--- src/hw/rtl/cma_pkg.sv ---
// Shared constants for the centered moving average block.
`timescale 1ns / 1ps

package cma_pkg;

    // Fraction bits of the mean (Q.8)
    localparam int FRAC_BITS = 8;

    // Configuration register file
    localparam int WS_W            = 7;
    localparam int APB_ADDR_W      = 3;
    localparam int APB_DATA_W      = 32;
    localparam int REG_WINDOW_SIZE = 0;
    localparam logic [WS_W-1:0] WS_RESET = 7'd1;

endpackage

--- src/hw/rtl/cma_if.sv ---
// Stream interfaces for samples in and averages out.
`timescale 1ns / 1ps

interface cma_in_if #(parameter int SAMPLE_BITS = 16);
    logic                          valid;
    logic                          ready;
    logic signed [SAMPLE_BITS-1:0] sample;
    logic                          end_of_waveform;

    modport source (output valid, output sample, output end_of_waveform, input ready);
    modport sink   (input valid, input sample, input end_of_waveform, output ready);
endinterface

interface cma_out_if #(parameter int AVG_BITS = 24);
    logic                       valid;
    logic                       ready;
    logic signed [AVG_BITS-1:0] average;
    logic                       end_of_output;

    modport source (output valid, output average, output end_of_output, input ready);
    modport sink   (input valid, input average, input end_of_output, output ready);
endinterface

--- src/hw/rtl/cma_ram.sv ---
// Generic single-write, single-read RAM with registered read data.
`timescale 1ns / 1ps

module cma_ram #(
    parameter int WIDTH = 16,
    parameter int DEPTH = 65
) (
    input  logic                     clk,
    input  logic                     we,
    input  logic [$clog2(DEPTH)-1:0] waddr,
    input  logic [WIDTH-1:0]         wdata,
    input  logic                     re,
    input  logic [$clog2(DEPTH)-1:0] raddr,
    output logic [WIDTH-1:0]         rdata
);

    logic [WIDTH-1:0] mem [DEPTH];

    always_ff @(posedge clk)
    begin
        if (we)
        begin
            mem[waddr] <= wdata;
        end
        if (re)
        begin
            rdata <= mem[raddr];
        end
    end

endmodule

--- src/hw/rtl/cma_div.sv ---
// Bit-serial signed-by-unsigned divider, truncating toward zero.
`timescale 1ns / 1ps

module cma_div #(
    parameter int NUM_W = 31,
    parameter int DEN_W = 7
) (
    input  logic                    clk,
    input  logic                    rst_n,
    input  logic                    start,
    input  logic signed [NUM_W-1:0] num,
    input  logic        [DEN_W-1:0] den,
    output logic                    done,
    output logic signed [NUM_W-1:0] quot
);

    localparam int ITER_W = $clog2(NUM_W + 1);

    logic [NUM_W-1:0]  q_reg,    q_next;
    logic [DEN_W:0]    rem_reg,  rem_next;
    logic [DEN_W-1:0]  den_reg,  den_next;
    logic [ITER_W-1:0] iter_reg, iter_next;
    logic              neg_reg,  neg_next;
    logic              busy_reg, busy_next;
    logic              done_reg, done_next;

    logic [DEN_W:0]    rem_sh;
    logic              ge;

    // shift in next dividend bit, restore if below divisor
    assign rem_sh = {rem_reg[DEN_W-1:0], q_reg[NUM_W-1]};
    assign ge     = rem_sh >= {1'b0, den_reg};

    always_comb
    begin
        q_next    = q_reg;
        rem_next  = rem_reg;
        den_next  = den_reg;
        iter_next = iter_reg;
        neg_next  = neg_reg;
        busy_next = busy_reg;
        done_next = 1'b0;
        if (start)
        begin
            neg_next  = num[NUM_W-1];
            q_next    = num[NUM_W-1] ? (~num + 1'b1) : num;
            rem_next  = '0;
            den_next  = den;
            iter_next = ITER_W'(NUM_W);
            busy_next = 1'b1;
        end
        else if (busy_reg)
        begin
            rem_next  = ge ? (rem_sh - {1'b0, den_reg}) : rem_sh;
            q_next    = {q_reg[NUM_W-2:0], ge};
            iter_next = iter_reg - 1'b1;
            if (iter_reg == ITER_W'(1))
            begin
                busy_next = 1'b0;
                done_next = 1'b1;
            end
        end
    end

    always_ff @(posedge clk or negedge rst_n)
    begin
        if (!rst_n)
        begin
            iter_reg <= '0;
            busy_reg <= 1'b0;
            done_reg <= 1'b0;
        end
        else
        begin
            iter_reg <= iter_next;
            busy_reg <= busy_next;
            done_reg <= done_next;
        end
    end

    always_ff @(posedge clk)
    begin
        q_reg   <= q_next;
        rem_reg <= rem_next;
        den_reg <= den_next;
        neg_reg <= neg_next;
    end

    assign done = done_reg;
    assign quot = neg_reg ? -$signed(q_reg) : $signed(q_reg);

endmodule

--- src/hw/rtl/centered_moving_average.sv ---
// Centered moving average with truncated edges, Q.8 mean per position.
// Per sample: the sample leaving the window is read, the new one written and the
//   sum updated, then the bit-serial divider forms a mean (one quotient bit per cycle).
//   Each flushed position trims the window with one read per dropped sample. A new sample
//   is taken only in idle, once the last one, its output and any flush it starts are done.
// Reset: rst_n is asynchronous active low; window_size returns to 1, the running sum,
//   sample count and ring pointer clear. The sample RAM is not cleared.
`timescale 1ns / 1ps

module centered_moving_average
    import cma_pkg::*;
#(
    parameter int MAX_HALF    = 32,
    parameter int SAMPLE_BITS = 16
) (
    input  logic                  clk,
    input  logic                  rst_n,
    cma_in_if.sink                sample_ch,
    cma_out_if.source             result_ch,
    input  logic                  psel,
    input  logic                  penable,
    input  logic                  pwrite,
    input  logic [APB_ADDR_W-1:0] paddr,
    input  logic [APB_DATA_W-1:0] pwdata,
    output logic [APB_DATA_W-1:0] prdata,
    output logic                  pready
);

    // Ring of the last 2*MAX_HALF+1 samples
    localparam int DEPTH  = 2 * MAX_HALF + 1;
    localparam int ADDR_W = $clog2(DEPTH);
    localparam int CNT_W  = $clog2(DEPTH + 1);
    localparam int HW     = $clog2(MAX_HALF + 1);
    localparam int PW     = CNT_W + 1;
    // Sum of DEPTH samples fits in SAMPLE_BITS + clog2(DEPTH) signed bits
    localparam int SUM_W  = SAMPLE_BITS + $clog2(DEPTH);
    localparam int NUM_W  = SUM_W + FRAC_BITS;
    localparam int AVG_W  = SAMPLE_BITS + FRAC_BITS;

    // Sequencer states
    localparam logic [3:0] S_IDLE  = 4'd0;
    localparam logic [3:0] S_LOAD  = 4'd1;  // read sample leaving the window
    localparam logic [3:0] S_ADD   = 4'd2;  // write new sample, update sum
    localparam logic [3:0] S_DIVGO = 4'd3;
    localparam logic [3:0] S_DIVW  = 4'd4;
    localparam logic [3:0] S_EMIT  = 4'd5;
    localparam logic [3:0] S_FNEXT = 4'd6;  // pick next flush position
    localparam logic [3:0] S_FTRIM = 4'd7;  // shrink window toward its target
    localparam logic [3:0] S_FSUB  = 4'd8;

    // ------------------------------------------------------------------
    // Configuration register
    // ------------------------------------------------------------------
    logic [WS_W-1:0] ws_reg;
    logic            reg_sel;

    // word index = paddr[2]; only index 0 exists
    assign reg_sel = (paddr[APB_ADDR_W-1] == 1'(REG_WINDOW_SIZE));
    assign pready  = 1'b1;
    assign prdata  = reg_sel ? {{(APB_DATA_W-WS_W){1'b0}}, ws_reg} : '0;

    always_ff @(posedge clk or negedge rst_n)
    begin
        if (!rst_n)
        begin
            ws_reg <= WS_RESET;
        end
        else if (psel && penable && pwrite && pready && reg_sel)
        begin
            ws_reg <= pwdata[WS_W-1:0];
        end
    end

    // ------------------------------------------------------------------
    // Datapath / sequencer registers
    // ------------------------------------------------------------------
    logic [3:0]                    state_reg, state_next;
    logic [HW-1:0]                 h_reg,     h_next;     // half width of this waveform
    logic [HW-1:0]                 d_reg,     d_next;     // flush distance countdown
    logic signed [SAMPLE_BITS-1:0] x_reg,     x_next;
    logic                          last_reg,  last_next;
    logic                          sub_reg,   sub_next;
    logic signed [SUM_W-1:0]       sum_reg,   sum_next;
    logic [CNT_W-1:0]              cnt_reg,   cnt_next;   // samples seen, saturating
    logic [CNT_W-1:0]              cur_reg,   cur_next;   // samples in current window
    logic [CNT_W-1:0]              tgt_reg,   tgt_next;
    logic [ADDR_W-1:0]             wp_reg,    wp_next;
    logic                          ov_reg,    ov_next;
    logic signed [AVG_W-1:0]       avg_reg,   avg_next;
    logic                          eoo_reg,   eoo_next;

    // RAM and divider hookup
    logic                          ram_we, ram_re;
    logic [ADDR_W-1:0]             ram_raddr;
    logic [SAMPLE_BITS-1:0]        ram_rdata;
    logic                          div_start, div_done;
    logic signed [NUM_W-1:0]       div_num, div_quot;

    // helper terms
    logic [CNT_W-1:0]              span;
    logic [CNT_W-1:0]              n_new, cur_new;
    logic signed [SUM_W-1:0]       x_ext, rd_ext;
    logic [HW-1:0]                 h_cfg, d_dec;
    logic [CNT_W-1:0]              tgt_raw;
    logic [CNT_W-1:0]              ring_k;
    logic [PW-1:0]                 ring_tmp;
    logic                          out_free;

    assign span     = (CNT_W'(h_reg) << 1) + 1'b1;
    assign n_new    = (cnt_reg == CNT_W'(DEPTH)) ? CNT_W'(DEPTH) : cnt_reg + 1'b1;
    assign cur_new  = (n_new < span) ? n_new : span;
    assign x_ext    = SUM_W'(x_reg);
    assign rd_ext   = SUM_W'($signed(ram_rdata));
    assign h_cfg    = ((32'(ws_reg) >> 1) > 32'(MAX_HALF)) ? HW'(MAX_HALF)
                                                           : HW'(ws_reg >> 1);
    assign d_dec    = d_reg - 1'b1;
    assign tgt_raw  = CNT_W'(d_dec) + CNT_W'(h_reg) + 1'b1;
    assign out_free = !ov_reg || result_ch.ready;

    // slot of the sample k places back from the write pointer (k = 1 .. DEPTH)
    assign ring_k   = (state_reg == S_LOAD) ? span : cur_reg;
    assign ring_tmp = PW'(wp_reg) + PW'(DEPTH) - PW'(ring_k);
    assign ram_raddr = (ring_tmp >= PW'(DEPTH)) ? ADDR_W'(ring_tmp - PW'(DEPTH))
                                                : ADDR_W'(ring_tmp);

    assign div_num  = {sum_reg, {FRAC_BITS{1'b0}}};

    always_comb
    begin
        state_next = state_reg;
        h_next     = h_reg;
        d_next     = d_reg;
        x_next     = x_reg;
        last_next  = last_reg;
        sub_next   = sub_reg;
        sum_next   = sum_reg;
        cnt_next   = cnt_reg;
        cur_next   = cur_reg;
        tgt_next   = tgt_reg;
        wp_next    = wp_reg;
        ov_next    = ov_reg && !result_ch.ready;
        avg_next   = avg_reg;
        eoo_next   = eoo_reg;
        ram_we     = 1'b0;
        ram_re     = 1'b0;
        div_start  = 1'b0;

        case (state_reg)
            S_IDLE:
            begin
                if (sample_ch.valid)
                begin
                    x_next    = sample_ch.sample;
                    last_next = sample_ch.end_of_waveform;
                    // half width latches on a waveform's first sample
                    if (cnt_reg == '0)
                    begin
                        h_next = h_cfg;
                        d_next = h_cfg;
                    end
                    else
                    begin
                        d_next = h_reg;
                    end
                    state_next = S_LOAD;
                end
            end
            S_LOAD:
            begin
                // oldest sample drops out once the full window is populated
                ram_re     = 1'b1;
                sub_next   = (cnt_reg >= span);
                state_next = S_ADD;
            end
            S_ADD:
            begin
                ram_we   = 1'b1;
                sum_next = sum_reg + x_ext - (sub_reg ? rd_ext : '0);
                wp_next  = (wp_reg == ADDR_W'(DEPTH - 1)) ? '0 : wp_reg + 1'b1;
                cnt_next = n_new;
                cur_next = cur_new;
                if (n_new > CNT_W'(h_reg))
                begin
                    state_next = S_DIVGO;
                end
                else if (last_reg)
                begin
                    state_next = S_FNEXT;
                end
                else
                begin
                    state_next = S_IDLE;
                end
            end
            S_DIVGO:
            begin
                div_start  = 1'b1;
                state_next = S_DIVW;
            end
            S_DIVW:
            begin
                if (div_done)
                begin
                    state_next = S_EMIT;
                end
            end
            S_EMIT:
            begin
                if (out_free)
                begin
                    ov_next    = 1'b1;
                    avg_next   = div_quot[AVG_W-1:0];
                    // final position of the waveform is the last flush step
                    eoo_next   = last_reg && (d_reg == '0);
                    state_next = last_reg ? S_FNEXT : S_IDLE;
                end
            end
            S_FNEXT:
            begin
                if (d_reg == '0)
                begin
                    // waveform done: clear sum, count and ring pointer
                    sum_next   = '0;
                    cnt_next   = '0;
                    wp_next    = '0;
                    state_next = S_IDLE;
                end
                else
                begin
                    d_next = d_dec;
                    // positions beyond a short waveform are skipped
                    if (CNT_W'(d_dec) < cnt_reg)
                    begin
                        tgt_next   = (tgt_raw > cnt_reg) ? cnt_reg : tgt_raw;
                        state_next = S_FTRIM;
                    end
                end
            end
            S_FTRIM:
            begin
                if (cur_reg > tgt_reg)
                begin
                    // read age cur-1, i.e. cur slots behind the write pointer
                    ram_re     = 1'b1;
                    cur_next   = cur_reg - 1'b1;
                    state_next = S_FSUB;
                end
                else
                begin
                    state_next = S_DIVGO;
                end
            end
            S_FSUB:
            begin
                sum_next   = sum_reg - rd_ext;
                state_next = S_FTRIM;
            end
            default:
            begin
                state_next = S_IDLE;
            end
        endcase
    end

    always_ff @(posedge clk or negedge rst_n)
    begin
        if (!rst_n)
        begin
            state_reg <= S_IDLE;
            h_reg     <= '0;
            d_reg     <= '0;
            last_reg  <= 1'b0;
            sub_reg   <= 1'b0;
            sum_reg   <= '0;
            cnt_reg   <= '0;
            cur_reg   <= '0;
            wp_reg    <= '0;
            ov_reg    <= 1'b0;
        end
        else
        begin
            state_reg <= state_next;
            h_reg     <= h_next;
            d_reg     <= d_next;
            last_reg  <= last_next;
            sub_reg   <= sub_next;
            sum_reg   <= sum_next;
            cnt_reg   <= cnt_next;
            cur_reg   <= cur_next;
            wp_reg    <= wp_next;
            ov_reg    <= ov_next;
        end
    end

    // payload registers
    always_ff @(posedge clk)
    begin
        x_reg   <= x_next;
        tgt_reg <= tgt_next;
        avg_reg <= avg_next;
        eoo_reg <= eoo_next;
    end

    assign sample_ch.ready       = (state_reg == S_IDLE);
    assign result_ch.valid       = ov_reg;
    assign result_ch.average     = avg_reg;
    assign result_ch.end_of_output = eoo_reg;

    // ------------------------------------------------------------------
    // Sample ring and shared divider
    // ------------------------------------------------------------------
    cma_ram #(
        .WIDTH (SAMPLE_BITS),
        .DEPTH (DEPTH)
    ) u_ring (
        .clk   (clk),
        .we    (ram_we),
        .waddr (wp_reg),
        .wdata (x_reg),
        .re    (ram_re),
        .raddr (ram_raddr),
        .rdata (ram_rdata)
    );

    cma_div #(
        .NUM_W (NUM_W),
        .DEN_W (CNT_W)
    ) u_div (
        .clk   (clk),
        .rst_n (rst_n),
        .start (div_start),
        .num   (div_num),
        .den   (cur_reg),
        .done  (div_done),
        .quot  (div_quot)
    );

endmodule
--- src/flat_wrapper.sv ---
// flat-port wrapper written by rule: the top's interface ports become plain ports
module centered_moving_average_flat import cma_pkg::*;
#(
    parameter int MAX_HALF    = 32,
    parameter int SAMPLE_BITS = 16
)
  (clk, rst_n, psel, penable, pwrite, paddr, pwdata, prdata, pready, sample_ch_valid, sample_ch_sample, sample_ch_end_of_waveform, sample_ch_ready, result_ch_valid, result_ch_average, result_ch_end_of_output, result_ch_ready);
  cma_in_if #(.SAMPLE_BITS(SAMPLE_BITS)) sample_ch_i ();
  cma_out_if result_ch_i ();
  input  logic clk;
  input  logic rst_n;
  input  logic psel;
  input  logic penable;
  input  logic pwrite;
  input  logic [APB_ADDR_W-1:0] paddr;
  input  logic [APB_DATA_W-1:0] pwdata;
  output logic [APB_DATA_W-1:0] prdata;
  output logic pready;
  input wire logic [$bits(sample_ch_i.valid)-1:0] sample_ch_valid;
  input wire logic [$bits(sample_ch_i.sample)-1:0] sample_ch_sample;
  input wire logic [$bits(sample_ch_i.end_of_waveform)-1:0] sample_ch_end_of_waveform;
  output wire logic [$bits(sample_ch_i.ready)-1:0] sample_ch_ready;
  output wire logic [$bits(result_ch_i.valid)-1:0] result_ch_valid;
  output wire logic [$bits(result_ch_i.average)-1:0] result_ch_average;
  output wire logic [$bits(result_ch_i.end_of_output)-1:0] result_ch_end_of_output;
  input wire logic [$bits(result_ch_i.ready)-1:0] result_ch_ready;
  assign sample_ch_i.valid = sample_ch_valid;
  assign sample_ch_i.sample = sample_ch_sample;
  assign sample_ch_i.end_of_waveform = sample_ch_end_of_waveform;
  assign sample_ch_ready = sample_ch_i.ready;
  assign result_ch_valid = result_ch_i.valid;
  assign result_ch_average = result_ch_i.average;
  assign result_ch_end_of_output = result_ch_i.end_of_output;
  assign result_ch_i.ready = result_ch_ready;
  centered_moving_average #(.MAX_HALF(MAX_HALF), .SAMPLE_BITS(SAMPLE_BITS)) u_core (.clk(clk), .rst_n(rst_n), .sample_ch(sample_ch_i), .result_ch(result_ch_i), .psel(psel), .penable(penable), .pwrite(pwrite), .paddr(paddr), .pwdata(pwdata), .prdata(prdata), .pready(pready));
endmodule
--- config.mk ---
export PLATFORM = sky130hd
export DESIGN_NAME = centered_moving_average_flat
export DESIGN_NICKNAME = d
export VERILOG_FILES = /design/src/hw/rtl/cma_pkg.sv /design/src/hw/rtl/cma_if.sv /design/src/hw/rtl/cma_ram.sv /design/src/hw/rtl/cma_div.sv /design/src/hw/rtl/centered_moving_average.sv /design/src/flat_wrapper.sv
export SDC_FILE = /design/constraint.sdc
export NUM_CORES = 2
export LEC_CHECK = 0
export BUFFER_PORTS_ARGS = -buffer_cell sky130_fd_sc_hd__buf_2
export CAP_MARGIN = 20
export CORE_MARGIN = 2
export CORE_UTILIZATION = 45
export DETAILED_ROUTE_END_ITERATION = 8
export PLACE_DENSITY = 0.59
export REMOVE_ABC_BUFFERS = 1
export SYNTH_ARGS = -nofsm -noshare
export SYNTH_HDL_FRONTEND = slang
export SYNTH_SLANG_ARGS = --single-unit
--- constraint.sdc ---
create_clock -name clk -period 7.24 [get_ports clk]
set_input_delay 1.448 -clock clk [delete_from_list [all_inputs] [get_ports clk]]
set_output_delay 1.448 -clock clk [all_outputs]
set_load 0.02 [all_outputs]
Word-level counts from Yosys, hierarchy flattened
Memory sizes are Yosys's and may differ from the RTL's. A register that Yosys moved wholly into a read port is not among the register bits.
Index checks and enable logic that the tools add are counted.
Operators by class
  $add $sub $neg: 17
  order comparisons: 9
  equality and inequality tests: 18
  multiplexer cells: 50
  bitwise logic cells: 3
  reduce and logical (&&, ||, !) cells: 24
Operators by type and width (number)
  31-bit 2-to-1 mux: 3
  7-bit 2-to-1 mux: 10
  23-bit case mux with 3 select lines: 1
  23-bit 2-to-1 mux: 2
  7-bit case mux with 2 select lines: 3
  4-bit case mux with 9 select lines: 1
  31-bit by 1-bit adder with 31-bit output (second input constant): 1
  31-bit NOT: 1
  7-bit by 1-bit adder with 7-bit output (second input constant): 4
  4-bit 2-to-1 mux: 7
  24-bit 2-to-1 mux: 1
  6-bit 2-to-1 mux: 4
  24-bit negator: 1
  23-bit adder: 1
  23-bit by 16-bit subtractor with 23-bit output: 1
  23-bit subtractor: 1
  4-bit by 3-bit == test with 1-bit output (second input constant): 4
  7-bit == test (second input constant): 2
  7-bit greater-than comparator: 2
  1-bit 2-to-1 mux: 13
  6-bit case mux with 2 select lines: 1
  5-bit 2-to-1 mux: 2
  2-bit AND reduction: 5
  7-bit by 7-bit adder with 8-bit output (second input constant): 1
  34 further kinds: 49
Storage, ports and cells
  register bits: 171
  bits in writable memories: 1040
  input bits: 59
  output and inout bits: 60
  logic and storage cells: 144
  memories kept: 1
Memory list
  u_core.u_ring.mem: words 65, bits a word 16, rd ports 1, clocked after memory_dff 1, write ports 1, RTL line cma_ram.sv:17  | logic [WIDTH-1:0] mem [DEPTH];

Longest topological paths before layout
  depth in word-level cells: 5
  depth in mapped cells: 28
  mapped depth without buffers: 21

By module
A second synthesis with hierarchy kept.
Unflattened totals
  cell total of the unflattened synthesis: 3415
  area total of the unflattened synthesis: 54183.2 um2
By module, submodules not included
  cma_ram: instances 1, cells an instance 1919, area an instance 40455.0 um2, sequential area each 31710.4 um2
  centered_moving_average: instances 1, cells an instance 1093, area an instance 9885.7 um2, sequential area each 3194.3 um2
  cma_div: instances 1, cells an instance 403, area an instance 3842.4 um2, sequential area each 1486.4 um2

Worst setup path before layout
No wires, ideal clock.
  path type: reg2reg
  from: register u_core.state_reg[3]
  to: register u_core.u_ring.rdata[1], read port of u_core.u_ring.mem, data pin
  setup time: 259 ps
  arrival time: 5095 ps
  data required time: 6981 ps
  path slack: 1886 ps
  cell stages (with the launch flop): 25
  buffers on the path: 4
  clock period less this slack: 5354 ps
  path through: dfrtp_1 > clkbuf_1 > nor2_1 > nand2_1 > nor2_1 > buf_1 > o21ai_0 > ha_1 > inv_1 > ha_1 > inv_1 > fa_1 > nand2b_1 > a21oi_1 > mux2_4 > o311a_1 > or4_1 > buf_2 > buf_6 > and2_0 > a211oi_2 > a311oi_1 > o21ai_0 > a211oi_1 > a211o_1
Between the ends
  longest elaborated chain between the ends: 5
  elaborated cells on any way between the ends: 8
  classes of those cells: add/sub: 2; order compare: 1; eq/ne: 2; mux: 3
Ends and longest elaborated chain
  start, declared: RTL line centered_moving_average.sv:77  | logic [3:0] state_reg, state_next;
  start signal, assigned: RTL line centered_moving_average.sv:282  | state_reg <= state_next;
  4-bit by 1-bit == test with 1-bit output: RTL line centered_moving_average.sv:121, centered_moving_average.sv:148
  7-bit 2-to-1 mux: RTL line centered_moving_average.sv:121  | assign ring_k = (state_reg == S_LOAD) ? span : cur_reg;
  8-bit by 7-bit subtractor with 8-bit output: RTL line centered_moving_average.sv:122  | assign ring_tmp = PW'(wp_reg) + PW'(DEPTH) - PW'(ring_k);
  7-bit subtractor or 8-bit by 7-bit greater-or-equal comparator with 1-bit output (tied branches): RTL line centered_moving_average.sv:123  | assign ram_raddr = (ring_tmp >= PW'(DEPTH)) ? ADDR_W'(ring_tmp - PW'(DEPTH))
  7-bit 2-to-1 mux: RTL line centered_moving_average.sv:123
  end, declared: RTL line cma_ram.sv:14  | output logic [WIDTH-1:0] rdata
Several ways; a longest one is shown, not always the timed one.
A chain may end at the register's enable or synchronous reset.

Worst setup path after layout
  from: register u_core.state_reg[2]
  to: register u_core.u_ring.rdata[7], read port of u_core.u_ring.mem, data pin
Same word-level chain as after synthesis.

==> impl_results.md <==
- #FFs+latches synth: 1227
- Reg2Reg Capture Point: u_core.u_ring.rdata[7]
- Routed Antenna Nets: 0
- # hold bufs at CTS: 0
- Setup bufs post-CTS: 0
- Synth warnings: 0
- Flop-to-flop setup slack: about 0.48 ns
- Result of the run: finished clean
- Sequential area share after synthesis: 66.8%
- Setup TNS: 0 ns
- Starting DRT DRC Count: 3618
- Max cap viols: 0
- Layout Nets: between 4000 and 5000
- Routed length per instance: around 24 microns
- Die height: around 350 microns
- Sink Count: approximately 1200
- CTS tree: done
- HP Class: reg -> reg
- Clk_lat worst skew: approximately 0.75 ns
- Reg-to-Reg Start: u_core.state_reg[2]
- CORE AREA: ~120000 sq um
- Worst Path Max Fanout: 34
- Routed vias: between 30000 and 40000
- Routed wire length: between 100000 and 150000 microns
- Final Cycle Share: 93.4%
- Top cells by area, synth: edfxtp_1, dfrtp_1, nand2_1
- Worst Path Required: ~7.8 ns
- Post-synth EDFFs: around 1100
- Post-route minimum period: around 6.8 ns
- Avg Vias per Cell: 5.85
- Die X: between 300 and 400 microns
- R2R cell count: 23
- Hold Path Stages: 0
- CTS resizes: 0
- Bufs on Longest Clock Path: 3
- First-pass GRT wire length: between 200000 and 250000 microns
- Vias in the first global route: approximately 34000
- Critical path type: reg -> reg
- Measured slew at the worst slew-check pin: around 1.1 ns
- Number of distinct library cells after synthesis: a little over 90
- Top FF cell, synth: edfxtp_1
- Number of flip-flops under the largest register name: between 1000 and 1500
- Most frequent cell after synthesis: edfxtp_1
- Num rows: 127
- Die area: 124000 sq um
- Synthesized area per cell: about 13 sq um
- Pins Over Slew Limit: 0
- Synth top area share: between 60% and 70%
- Final Hold Fails: 0
- Relative slew slack: about 27%
- Area of the mapped netlist: roughly 55000 sq um
- I/O pins: approximately 120
- Launch point of the worst hold path: u_core.u_div.q_reg[0]
- Synth top cells by count: edfxtp_1, nand2_1, o22ai_1
- CTS H-tree depth: 4
- Clock root buffer: clkbuf_16
- GRT overflow: 0
- DRC violations left: 0
- Async S/R FF share, synth: 6.28%
- Gpl congestion: between 0.8 and 0.9
- Critical path arrival: roughly 7.4 ns
- Share of cells above drive strength 1: around 11%
- Critical Path End Type: flip-flop
- Post-Route Skew: roughly 0.032 ns
- Final cell utilization of the core: 51.2%
- Cells after Synth: between 4000 and 5000
- Synth area leader: edfxtp_1
- RSZ-0062 raised after global routing: no
- Worst min-delay path endpoint: u_core.result_ch.average[0]
- Final setup viols: 0
- Achievable Freq: ~0.15 GHz
- Pin count of the biggest net entering global routing: approximately 130
- Initial Utilization: between 40 and 50%
- Port Buf Inserts: between 60 and 70
- Drt first pass iters: 6
- Synth-to-layout area growth: 12.6%
- Clock slew at reported path FFs: 0.06 ns
- Crit start category: flip-flop
- Initial antenna violation count: 1
- Post-DP HPWL: between 90000 and 100000 microns
- GRT Overall Usage: a little under a quarter
- Inserted Clock Buffers: approximately 130
## per-layer routing
layer  wire (microns)  vias up  track usage (%)  part of all wire, %
met5                0        -                0                    0
met3             9820      218             3.37                  6.8
met2            68100     1276             37.0                   47
met1            62600    17577             32.1                   43
met4             4740        0             8.32                  3.3
li1                 -    16108                -                    -
## area by class of cell
| cell class | count | area (sq um) |
|---|---|---|
| inverters | 165 | 619 |
| repair buffers | 232 | 1710 |
| clock buffers | 161 | 3440 |
| fillers | 10182 | 58600 |
| flip-flops and latches | 1227 | 36400 |
| clock inverters | 75 | 802 |
| well taps | 1612 | 2020 |
| diodes | 1 | 2.50 |
| multi-input cells | 2540 | 16400 |
## metrics by stage
step           setup WS, ns  hold slack, ns  cell area (sq um)  cells
2_1_floorplan        -14.82           0.447              53400   3932
5_1_grt               0.110           0.508              61400   6012
3_3_place_gp          0.450           0.460              57100   5773
3_5_place_dp          0.385           0.477              57100   5774
4_1_cts               0.359           0.481              61400   6010
6_report              0.478           0.494              61400   6013
## logic make-up (layout without fill, tap and decap cells)
logic type                 count (synthesis)  after routing  synth area share [%]
muxes                                     93             93                  1.80
and+or+nand+nor                         1127           1127                  9.85
DFF                                     1227           1227                  66.8
adders and majority gates                147            147                  3.73
xor gates and xnor gates                 103            103                  1.70
AOI/OAI and AO/OA                       1044           1044                  12.7
buffers and inverters                    421            633                  3.40
other                                      2             27                0.0138
## worst max-delay path by stage
stage / cells after the start / startpoint / slack [ns] / endpoint
2_1_floorplan: 16 / u_core.state_reg[3] / -14.82 / u_core.u_ring.rdata[11]
4_1_cts: 23 / u_core.state_reg[2] / 0.36 / u_core.u_ring.rdata[7]
6_report: 23 / u_core.state_reg[2] / 0.48 / u_core.u_ring.rdata[7]
3_5_place_dp: 23 / u_core.state_reg[2] / 0.38 / u_core.u_ring.rdata[7]
5_1_grt: 23 / u_core.state_reg[2] / 0.11 / u_core.u_ring.rdata[7]
3_3_place_gp: 23 / u_core.state_reg[2] / 0.45 / u_core.u_ring.rdata[10]
## cell usage in the layout (no fill, tap or decap), types with 87 or more instances in the layout
| cell | instances |
|---|---|
| a211oi_1 | 87 |
| a21oi_1 | 101 |
| buf_4 | 157 |
| clkbuf_16 | 133 |
| edfxtp_1 | 1143 |
| ha_1 | 118 |
| inv_1 | 164 |
| nand2_1 | 461 |
| nor2_1 | 163 |
| o21ai_0 | 211 |
| o22ai_1 | 257 |
## critical path, stage by stage (launching register included)
cell	delay (ns)
dfrtp_1	0.47
nor2_1	0.17
nand2_1	0.07
nor2_1	0.45
o21ai_0	0.20
ha_1	0.31
inv_1	0.06
ha_2	0.17
inv_1	0.05
fa_1	0.46
nand2b_1	0.20
a21oi_1	0.25
mux2_4	0.38
o31a_2	0.48
o21ai_0	0.53
and2_4	0.58
buf_12	0.26
buf_12	0.22
buf_4	0.23
a211oi_1	0.08
a311oi_1	0.39
a21oi_1	0.11
o21a_1	0.26
o211ai_1	0.17
Power is left out: the tool's default activity adds up to more than one toggle a clock period on the data nets, which glitch-free logic cannot reach.
